==> config.mk <==
export PLATFORM = sky130hd
export DESIGN_NAME = byte_argsort_descending_core
export DESIGN_NICKNAME = d
export VERILOG_FILES = /design/src/rtl/bad_pkg.sv /design/src/rtl/byte_argsort_descending_core.sv /design/src/rtl/bad_front.sv /design/src/rtl/bad_back.sv
export VERILOG_INCLUDE_DIRS = /design/src /design/src/rtl
export SDC_FILE = /design/constraint.sdc
export NUM_CORES = 1
export LEC_CHECK = 0
export ABC_AREA = 1
export BUFFER_PORTS_ARGS = -buffer_cell sky130_fd_sc_hd__buf_2
export CORE_MARGIN = 2
export CORE_UTILIZATION = 50
export CTS_BUF_LIST = sky130_fd_sc_hd__clkbuf_16
export DETAILED_ROUTE_END_ITERATION = 16
export PLACE_DENSITY = 0.69
export SYNTH_ARGS = -nofsm -noshare
export SYNTH_HDL_FRONTEND = slang
export SYNTH_SLANG_ARGS = --single-unit
==> constraint.sdc <==
create_clock -name clk -period 15 [get_ports clk]
set_input_delay 4.5 -clock clk [delete_from_list [all_inputs] [get_ports clk]]
set_output_delay 4.5 -clock clk [all_outputs]
set_load 0.05 [all_outputs]
==> src/rtl/byte_argsort_descending_core_assert.svh <==
// Assertion macros shared by the argsort RTL
`ifndef BYTE_ARGSORT_DESCENDING_CORE_ASSERT_SVH
`define BYTE_ARGSORT_DESCENDING_CORE_ASSERT_SVH
// Implication checked on every clock edge outside reset
`define BAD_ASSERT_IMP(label, ante, cons) \
  label: assert property (@(posedge clk) disable iff (rst) (ante) |-> (cons)) \
    else $error("assertion failed");
// Next-cycle implication
`define BAD_ASSERT_NXT(label, ante, cons) \
  label: assert property (@(posedge clk) disable iff (rst) (ante) |=> (cons)) \
    else $error("assertion failed");
`endif

==> src/rtl/bad_pkg.sv <==
// Shared constants and types for the byte argsort block
`default_nettype none
package bad_pkg;
  localparam int MaxItems = 64;
  localparam int IdxW = $clog2(MaxItems);
  localparam int CntW = $clog2(MaxItems + 1);

  // item passed from loader to sorter: a finished list
  typedef struct packed {
    logic [CntW-1:0] count;
    logic            ovf;
  } list_cmd_t;
endpackage
`default_nettype wire

==> src/rtl/byte_argsort_descending_core.sv <==
// Top level of the byte argsort block
// Loading: one item per cycle; after a last item the input is held off until the
// final result of the run is registered and the idle back end releases the loader.
// Sorting: each result is one pass of pipelined reads of the value memory, each read
// compared against the best so far, then an emit that waits on the output handshake.
// Reset (rst, synchronous): empty list.
`default_nettype none
module byte_argsort_descending_core import bad_pkg::*; (
  input  wire logic        clk,
  input  wire logic        rst,
  input  wire logic        s_tvalid,
  output logic             s_tready,
  input  wire logic [7:0]  s_tdata,   // item_value
  input  wire logic        s_tlast,   // last_item
  output logic             m_tvalid,
  input  wire logic        m_tready,
  output logic [15:0]      m_tdata,   // position[5:0], ranked_value[13:6], 0
  output logic             m_tuser,   // overflowed
  output logic             m_tlast    // end_of_run
);
  logic            wr_en, cmd_valid, cmd_ready;
  logic [IdxW-1:0] wr_addr, pos;
  logic [7:0]      wr_data, val;
  list_cmd_t       cmd;

  bad_front u_front (
    .clk, .rst, .in_valid(s_tvalid), .in_ready(s_tready), .in_value(s_tdata),
    .in_last(s_tlast), .wr_en, .wr_addr, .wr_data, .cmd_valid, .cmd_ready, .cmd
  );

  bad_back u_back (
    .clk, .rst, .wr_en, .wr_addr, .wr_data, .cmd_valid, .cmd_ready, .cmd,
    .out_valid(m_tvalid), .out_ready(m_tready), .out_pos(pos), .out_value(val),
    .out_ovf(m_tuser), .out_last(m_tlast)
  );

  assign m_tdata = {2'b00, val, pos};
endmodule
`default_nettype wire

==> src/rtl/bad_front.sv <==
// Front end: stores incoming bytes, closes a list on the last item
`default_nettype none
module bad_front import bad_pkg::*; (
  input  wire logic             clk,
  input  wire logic             rst,
  input  wire logic             in_valid,
  output logic                  in_ready,
  input  wire logic [7:0]       in_value,
  input  wire logic             in_last,
  output logic                  wr_en,
  output logic [IdxW-1:0]       wr_addr,
  output logic [7:0]            wr_data,
  output logic                  cmd_valid,
  input  wire logic             cmd_ready,
  output list_cmd_t             cmd
);
  logic [CntW-1:0] loaded_count;
  logic            overflow_flag;
  logic            busy;   // a closed list is owned by the back end
  logic            acc;
  logic            room;

  assign room     = loaded_count < CntW'(MaxItems);
  assign in_ready = !busy && !cmd_valid;
  assign acc      = in_valid && in_ready;
  assign wr_en    = acc && room;
  assign wr_addr  = loaded_count[IdxW-1:0];
  assign wr_data  = in_value;

  always_ff @(posedge clk) begin
    if (rst) begin
      loaded_count  <= '0;
      overflow_flag <= 1'b0;
      cmd_valid     <= 1'b0;
      busy          <= 1'b0;
    end else begin
      if (cmd_valid && cmd_ready) cmd_valid <= 1'b0;
      if (acc) begin
        if (in_last) begin
          cmd_valid     <= 1'b1;
          busy          <= 1'b1;
          cmd.count     <= room ? loaded_count + 1'b1 : loaded_count;
          cmd.ovf       <= overflow_flag || !room;
          loaded_count  <= '0;
          overflow_flag <= 1'b0;
        end else if (room) begin
          loaded_count <= loaded_count + 1'b1;
        end else begin
          overflow_flag <= 1'b1;
        end
      end else if (busy && !cmd_valid && cmd_ready) begin
        // back end idle again: the list has been read out
        busy <= 1'b0;
      end
    end
  end
endmodule
`default_nettype wire

==> src/rtl/bad_back.sv <==
// Back end: selection sort over the value memory, one result per pass
`default_nettype none
module bad_back import bad_pkg::*; (
  input  wire logic        clk,
  input  wire logic        rst,
  input  wire logic        wr_en,
  input  wire logic [IdxW-1:0] wr_addr,
  input  wire logic [7:0]  wr_data,
  input  wire logic        cmd_valid,
  output logic             cmd_ready,
  input  wire list_cmd_t   cmd,
  output logic             out_valid,
  input  wire logic        out_ready,
  output logic [IdxW-1:0]  out_pos,
  output logic [7:0]       out_value,
  output logic             out_ovf,
  output logic             out_last
);
  `include "byte_argsort_descending_core_assert.svh"

  typedef enum logic [1:0] {S_IDLE, S_SCAN, S_EMIT} state_t;
  state_t state;

  logic [7:0]          mem [MaxItems];
  logic [MaxItems-1:0] used;
  logic [CntW-1:0]     count, emitted;
  logic                ovf;
  logic [IdxW-1:0]     scan, best_idx, rd_idx;
  logic [7:0]          best_val, rd_val;
  logic                have_best, issuing, rd_vld;
  logic                take, scan_end, emit_go;

  // registered read port; the data for a scan address arrives in the cycle after it
  always_ff @(posedge clk) begin
    if (wr_en) mem[wr_addr] <= wr_data;
    rd_val <= mem[scan];
  end

  assign cmd_ready = (state == S_IDLE);

  // strict greater keeps the lower position on ties
  assign take     = rd_vld && !used[rd_idx] && (!have_best || rd_val > best_val);
  assign scan_end = CntW'(scan) + 1'b1 >= count;
  assign emit_go  = (state == S_EMIT) && (!out_valid || out_ready);

  always_ff @(posedge clk) begin
    if (rst) begin
      state     <= S_IDLE;
      out_valid <= 1'b0;
      rd_vld    <= 1'b0;
    end else begin
      if (emit_go) out_valid <= 1'b1;
      else if (out_valid && out_ready) out_valid <= 1'b0;
      case (state)
        S_IDLE: begin
          rd_vld <= 1'b0;
          if (cmd_valid) begin
            count     <= cmd.count;
            ovf       <= cmd.ovf;
            emitted   <= '0;
            used      <= '0;
            scan      <= '0;
            issuing   <= 1'b1;
            have_best <= 1'b0;
            state     <= S_SCAN;
          end
        end
        S_SCAN: begin
          rd_vld <= issuing;
          rd_idx <= scan;
          if (issuing) begin
            if (scan_end) issuing <= 1'b0;
            else scan <= scan + 1'b1;
          end
          if (take) begin
            best_idx  <= rd_idx;
            best_val  <= rd_val;
            have_best <= 1'b1;
          end
          // final entry compared this cycle
          if (rd_vld && !issuing) state <= S_EMIT;
        end
        S_EMIT: begin
          if (emit_go) begin
            out_pos        <= best_idx;
            out_value      <= best_val;
            out_ovf        <= ovf;
            out_last       <= (emitted + 1'b1 == count);
            used[best_idx] <= 1'b1;
            emitted        <= emitted + 1'b1;
            scan           <= '0;
            issuing        <= 1'b1;
            have_best      <= 1'b0;
            state          <= (emitted + 1'b1 == count) ? S_IDLE : S_SCAN;
          end
        end
        default: state <= S_IDLE;
      endcase
    end
  end

  `BAD_ASSERT_IMP(a_cnt_ok, state == S_SCAN, count != '0 && count <= CntW'(MaxItems))
  `BAD_ASSERT_IMP(a_emit_best, state == S_EMIT, have_best)
  `BAD_ASSERT_NXT(a_last_idle, out_valid && out_ready && out_last && state == S_IDLE, !out_valid || !out_last || state != S_IDLE)
endmodule
`default_nettype wire

======== After elaboration in Yosys (flattened, before gate mapping) ========
Memory sizes are Yosys's and may differ from the RTL's. A register that Yosys moved wholly into a read port is not among the register bits.
Index checks and enable logic that the tools add are counted.
operators by class
  shift-type cells ........................ 0
  equal/unequal tests ..................... 11
  order comparisons ....................... 6
  divide/modulo/power cells ............... 0
  multiply operators ...................... 0
  bitwise operators ....................... 2
  add/subtract/negate cells ............... 4
  reductions and logical operators ........ 40
  mux-type cells .......................... 44
operators with widths
  operator                                               number
  two-way mux 64 bit                                     2
  one-hot mux 64 bit (2 select lines)                    1
  bitwise OR 64 bit                                      1
  two-way mux 7 bit                                      4
  two-way mux 6 bit                                      4
  two-way mux 1 bit                                      22
  one-hot mux 6 bit (3 select lines)                     1
  AND reduction 3 bit                                    5
  adder 7 x 1 -> 7 bit, second input constant            2
  < comparator 6 x 7 -> 1 bit, second input constant     2
  one-hot mux 7 bit (2 select lines)                     1
  logical AND 1 bit                                      12
  inequality test 2 x 1 -> 1 bit, second input constant  5
  greater-than comparator 8 bit                          1
  AND reduction 4 bit                                    2
  nonzero test 2 bit                                     4
  adder 6 x 1 -> 7 bit, second input constant            1
  == test 7 bit                                          1
  greater-or-equal comparator 7 bit                      1
  logical NOT 1 bit                                      7
  < comparator 7 bit, second input constant              1
  adder 6 x 1 -> 6 bit, second input constant            1
  binary-select mux 1 bit (select 6 bit)                 1
  demux 1 bit (select 6 bit)                             1
  15 further kinds                                       24
storage, ports and cells
  bits in read-only memories .............. 0
  latch bits .............................. 0
  memory bits (writable) .................. 512
  word-level logic and storage cells ...... 131
  memories ................................ 1
  flip-flop bits (word level) ............. 145
  bits of input ports ..................... 13
memory list
  memory      words  bits a word  read ports  clocked after memory_dff  write ports  line            source
  u_back.mem  64     8            1           1                         1            bad_back.sv:24  logic [7:0] mem [MaxItems];

======== Longest topological paths before layout ========
Gate-level depths: netlist of the first run.
  depth after elaboration ................. 7
  gate-level depth with buffers ........... 16
  depth with buffers taken out ............ 13

======== Modules after synthesis ========
A second synthesis of the first run with hierarchy kept.
second synthesis, totals
  cell total of the unflattened synthesis .. 2334
  area total of the unflattened synthesis .. 27825.4 um^2
by module, submodules not included
  module                        area an instance (um^2)  cells an instance  times used
  bad_back                      26860.8                  2228               1
  bad_front                     945.9                    103                1
  byte_argsort_descending_core  18.8                     3                  1

======== Least setup slack after synthesis of the first run ========
Ideal clock, no wire load.
  path type ............................... input to register
  start point ............................. in rst
  end point ............................... reg u_back.emitted[0] (enable)
  data required time ...................... 14477 ps
  buffers on the path ..................... 1
  stages .................................. 4
  setup time .............................. 523 ps
  slack ................................... 6177 ps
  arrival time ............................ 8299 ps
  path through ............................ clkbuf_1 > nor2_1 > inv_1 > a21oi_1
between the ends
  longest elaborated chain between the ends .. 2
ends and longest elaborated chain
  what                           line                                source
  from (decl)                    byte_argsort_descending_core.sv:10  input wire logic rst,
  NOT 1 bit (no line)            -
  AND reduction 4 bit (no line)  -
  to (signal assigned)           bad_back.sv:90                      emitted <= emitted + 1'b1;
  to (decl)                      bad_back.sv:26                      logic [CntW-1:0] count, emitted;
No other way between the ends.
A chain may end at the register's enable or synchronous reset.

======== Worst setup path after layout of the first run ========
  start point ............................. in s_tvalid
  end point ............................... mem u_back.mem[22][2] (enable)
between the ends
  longest elaborated chain between the ends .. 4
ends and longest elaborated chain
  what                                     line                                source
  from (decl)                              byte_argsort_descending_core.sv:11  input wire logic s_tvalid,
  logical AND 1 bit                        bad_front.sv:25                     assign acc = in_valid && in_ready;
  logical AND 1 bit                        bad_front.sv:26                     assign wr_en = acc && room;
  two-way mux 1 bit                        bad_back.sv:35                      if (wr_en) mem[wr_addr] <= wr_data;
  two-way mux 1 bit (not written as such)  bad_back.sv:35
  to (decl)                                bad_back.sv:24
No other way between the ends.

==> flow_summary.json, run 1 <==
{
  "outcome": "complete, no violations",
  "synthToLayoutAreaGrowth_pct": 9.28,
  "yosysWarningCount": 0,
  "nNetsFinal": 2217,
  "worstPathArrival_ps": 7030,
  "synth_cells": 2197,
  "grt_pass1_vias": 17426,
  "cts_buffers": 67,
  "whs_ps": 410,
  "layout-drive-gt1-share_pct": 6.84,
  "fin_skew_ps": 27.2,
  "drv_cap": 0,
  "ir_drop_mv": 0.0722,
  "r2r_start": "u_back.scan[0]",
  "fillers": 4307,
  "drc_errors": 0,
  "cts-root-buf": "clkbuf_16",
  "postSynthAreaPerCell_sq_um": 12.4,
  "netlist.area_leader.share_pct": 70.7,
  "clk_path_buf_depth": 3,
  "crit_path_max_fanout": 9,
  "cts_num_sinks": 665,
  "die_w_microns": 238,
  "final_cells": 2933,
  "port_buffers": 30,
  "period_minus_slack_ps": 6800,
  "hpwlAfterDp_microns": 39500,
  "r2r_slack_ps": 11010,
  "htreeDepth": 3,
  "grt_usage_pct": 23.9,
  "synth_most_common_cell": "edfxtp_1",
  "cp-start-kind": "input pin",
  "tightestPinTransition_ps": 1290,
  "cellPowerDensity_nw_per_um2": 138,
  "dp.cells": 2813,
  "cts_tree": "built",
  "die_area_sq_um": 56500,
  "synth-edff-count": 643,
  "synth_async_sr_flop_share_pct": 0,
  "antenna_left": 0,
  "rsz0062_at_grt": "false",
  "wl_per_cell_microns": 23.1,
  "clock_latency_ps": 610,
  "critPathKind": "input pin to flop",
  "antenna_found_initial": 1,
  "r2r-end": "u_back.rd_val[2]",
  "globalplace.congestion": 0.866,
  "multi_input_area_sq_um": 6510,
  "drv_slew": 0,
  "netlist.top_cell.by_area": "edfxtp_1",
  "overflow": 0,
  "synth.distinct_cells": 33,
  "die_h_microns": 238,
  "core-area_sq_um": 53900,
  "setup_viol": 0,
  "hold_viol_final": 0,
  "num_vias": 18123,
  "cts_resized": 0,
  "grt_pass1_wl_microns": 103000,
  "period_share_pct": 45.3,
  "hp-class": "flop to flop",
  "reg2reg_depth": 9,
  "io_pins": 33,
  "max_freq_ghz": 0.147,
  "yosysSeqAreaShare_pct": 72.3,
  "cellLeakagePower_nw": 9.88,
  "synth_area_leaders": "edfxtp_1 71%, nor2_1 5.8%, o21ai_0 3.7%",
  "synth_area_sq_um": 27300,
  "clk_pin_slew_ps": 60,
  "endpoint": "u_back.mem[22][2]",
  "ys_ff_latch": 665,
  "regArea_sq_um": 19700,
  "end_kind": "flop",
  "max_slew_margin_pct": 13.0,
  "setup_tns_ps": 0,
  "p_total_mw": 4.11,
  "holdBufCountCts": 0,
  "initialDrtViolationCount": 2556,
  "grt_max_degree": 170,
  "first_pass_iters": 6,
  "ys_top_cells_by_count": "643 x edfxtp_1, 422 x nor2_1, 202 x o21ai_0",
  "setup.worst_path.start": "s_tvalid",
  "cp.required_ps": 15230,
  "drt_wl_total_microns": 67800,
  "row_count": 85,
  "via_per_inst": 6.18,
  "synth_ff_type": "edfxtp_1",
  "postCtsSetupBuffers": 0,
  "start_util_pct": 50.7
}
-- sequential cells by signal (all words and copies together) (netlist names), 2 cells and up --
| name | flops |
|---|---|
| u_front.cmd | 8 |
| u_back.out_pos | 6 |
| u_back.count | 7 |
| u_back.emitted | 7 |
| u_back.rd_idx | 6 |
| u_back.mem | 512 |
| u_back.used | 64 |
| u_back.best_idx | 6 |
| u_back.best_val | 8 |
| u_back.scan | 6 |
| u_back.out_value | 8 |
| u_front.loaded_count | 7 |
| u_back.rd_val | 8 |
| u_back.state | 2 |
-- power by group --
group	leakage [nW]	switching [mW]	internal, mW
Sequential	6.01	0.0254	2.08
Clock	1.07	0.695	0.879
Combinational	2.80	0.315	0.113
Total	9.88	1.04	3.08
-- worst max-delay path: stages --
cell,delay [ps]
buf_2,100
nand2_1,190
nor2_2,330
nand4_1,940
nor2_1,960
-- layout by cell type, fill, tap and decap left out, types with 5 or more instances in the layout --
cell type | synthesis | layout
o22ai_1 | 84 | 84
nand2_1 | 146 | 145
nor2_1 | 422 | 422
o211ai_1 | 65 | 65
inv_1 | 85 | 100
nand3_1 | 126 | 126
nor3_1 | 17 | 17
ha_1 | 18 | 18
o221ai_1 | 46 | 46
o21ai_1 | 63 | 63
a21oi_1 | 83 | 82
inv_6 | 0 | 5
buf_4 | 9 | 25
buf_2 | 24 | 28
nand4_1 | 9 | 9
clkinv_2 | 0 | 12
dfxtp_1 | 22 | 22
clkinv_1 | 4 | 16
o21ai_0 | 202 | 202
xor2_1 | 9 | 9
clkbuf_16 | 0 | 68
edfxtp_1 | 643 | 643
-- cell type report --
class	instances	area share, %
clock inverters	51	1.16
well taps	696	2.92
multi-input cells	1309	21.8
inverters	90	1.15
diodes	1	0.00838
repair buffers	53	1.10
clock buffers	68	5.70
flip-flops and latches	665	66.2
-- kinds of logic after synthesis --
kind of cell | after synthesis | synth area share, %
compound gates | 551 | 11.8
xor+xnor | 12 | 0.385
fa+ha+maj | 18 | 0.824
buf+inv | 224 | 3.93
flops | 665 | 72.3
other cells | 1 | 0.0137
simple gates | 726 | 10.8
-- metrics by stage --
stage | area (sq um) | worst slack, ps | utilization, %
after global placement | 27800 | 7750 | 51.6
after CTS | 29800 | 8300 | 55.4
after global routing | 29800 | 8090 | 55.4
after detailed placement | 27800 | 7650 | 51.6
final | 29900 | 8200 | 55.4
after floorplan | 27300 | 6180 | -
-- routing by layer --
metal	up-vias	GRT usage [%]	routed length (microns)
met5	-	0	0
met4	0	10.5	2700
met3	177	4.22	6460
met2	1036	37.9	31600
met1	8819	32.5	27000
li1	8091	-	-
-- how the worst min path moves through the flow --
stage                   startpoint  cells past startpoint              end  slack, ps
floorplan           u_front.cmd[1]                      0  u_back.count[0]        400
detailed placement  u_front.cmd[1]                      0  u_back.count[0]        410
global route        u_front.cmd[5]                      0  u_back.count[4]        430
CTS                 u_front.cmd[0]                      0       u_back.ovf        420
finish              u_front.cmd[0]                      0       u_back.ovf        410
global placement    u_front.cmd[6]                      0  u_back.count[5]        410
Note: power is estimated with default switching activity, not from simulation.
==> inputs of run 2 (changes only) <==
PLACE_DENSITY = 0.71   (was 0.69)
clock period = 5.6 ns   (was 15 ns; I/O delays follow)
==> run 2 against run 1 <==
Final area is 0.44% higher; clock power rose to 2.8 times the previous value; routed wire length shrank 1.7%; total power grew to 2.7 times the previous value.
==> flow_summary.json, run 2 (synthesis gave the netlist of run 1 again) <==
{
  "die_area_sq_um": 56500,
  "grt_max_degree": 177,
  "period_share_pct": 67.9,
  "initialDrtViolationCount": 2257,
  "sw_frac_of_total_pct": 24.8,
  "cts_num_sinks": 665,
  "port_buffers": 30,
  "cts_buffers": 68,
  "first_pass_iters": 6,
  "reg.largest.list": "u_back.mem x512, u_back.used x64",
  "row_count": 85,
  "max_slew_margin_pct": 16.5,
  "drv_cap": 0,
  "cts_resized": 0,
  "cellPowerDensity_nw_per_um2": 371,
  "core-area_sq_um": 53900,
  "hold_viol_final": 0,
  "hpwlAfterDp_microns": 39400,
  "setup_tns_ps": 0,
  "clock_latency_ps": 600,
  "wl_per_cell_microns": 22.7,
  "top_register": "u_back.mem",
  "cts_tree": "built",
  "clkPwrFrac_pct": 39.0,
  "antenna_found_initial": 0,
  "via_per_inst": 6.07,
  "postCtsSetupBuffers": 0,
  "max_freq_ghz": 0.263,
  "fin_util_pct": 55.6,
  "cp-start-kind": "input pin",
  "p_total_mw": 11.1,
  "synthToLayoutAreaGrowth_pct": 9.77,
  "layout-drive-gt1-share_pct": 7.00,
  "worstPathArrival_ps": 4030,
  "grt_usage_pct": 23.6,
  "cts-root-buf": "clkbuf_16",
  "antenna_left": 0,
  "diodes": 0,
  "htreeDepth": 3,
  "num_vias": 17824,
  "cellLeakagePower_nw": 9.93,
  "final_cell_mix": "643 x edfxtp_1, 421 x nor2_1, 202 x o21ai_0, 145 x nand2_1, 126 x nand3_1",
  "seqPwrFrac_pct": 50.9,
  "io_pins": 33,
  "die_h_microns": 238,
  "power_frac_comb_pct": 10.2,
  "fin_skew_ps": 23.4,
  "nNetsFinal": 2220,
  "clk_path_buf_depth": 3,
  "largest_register_ffs": 512,
  "overflow": 0,
  "switchingPower_mw": 2.75,
  "grt_pass1_vias": 17329,
  "final_common_cell": "edfxtp_1",
  "tightestPinTransition_ps": 1250,
  "period_minus_slack_ps": 3800,
  "p_int_mw": 8.37,
  "critPathKind": "input pin to flop",
  "outcome": "complete, no violations",
  "ir_drop_mv": 0.217,
  "setup_slack_ps": 1800,
  "cp.required_ps": 5820,
  "end_kind": "flop",
  "rsz0062_at_grt": "false",
  "dp.cells": 2815,
  "holdBufCountCts": 0,
  "drt_wl_total_microns": 66600,
  "die_w_microns": 238,
  "crit_path_max_fanout": 9,
  "drc_errors": 0,
  "start_util_pct": 50.7,
  "dp_slack_ps": 1310,
  "clk_pin_slew_ps": 60,
  "setup_viol": 0,
  "grt_pass1_wl_microns": 101000,
  "final_cells": 2938,
  "hp-class": "flop to flop",
  "globalplace.congestion": 0.886,
  "drv_slew": 0
}
## run 2: worst paths after layout
check | startpoint | end | slack [ps] | cells past startpoint
max | s_tvalid | u_back.mem[46][0] | 1800 | 5
max reg2reg | u_back.scan[4] | u_back.scan[0] | 1900 | 11
min | u_front.cmd[7] | u_back.count[6] | 420 | 0
min reg2reg | u_front.cmd[7] | u_back.count[6] | 420 | 0
## run 2: critical path, stage by stage
cell and delay [ps]:
buf_2 100, nand2_1 190, nor2_2 300, nand4_1 850, nor2_1 900
## run 2: routing by layer
metal | global-route usage [%] | wire length (microns) | vias up
met5 | 0 | 0 | -
met4 | 9.15 | 2120 | 0
met3 | 4.11 | 6230 | 154
met2 | 37.7 | 31400 | 947
met1 | 32.4 | 26900 | 8645
li1 | - | - | 8078
## run 2: layout make-up
class / count / area (sq um)
fillers: 4222 / 23900
flip-flops and latches: 665 / 19700
multi-input cells: 1309 / 6510
clock buffers: 71 / 1780
well taps: 696 / 871
repair buffers: 55 / 370
clock inverters: 52 / 360
inverters: 90 / 343
## run 2: power by group through the flow
stage / clock, mW / combinational (mW) / sequential [mW]
final: 4.33 / 1.13 / 5.66
after global routing: 4.58 / 1.24 / 5.67
after CTS: 4.38 / 1.11 / 5.66
after detailed placement: 0 / 1.11 / 5.76
after global placement: 0 / 1.09 / 5.75
after floorplan: 0 / 0.779 / 5.73
## run 2: per-stage QoR
stage	instance area [sq um]	hold WS, ps
finish	30000	415
global route	30000	429
CTS	30000	417
detailed placement	27800	405
global placement	27800	405
floorplan	27300	400
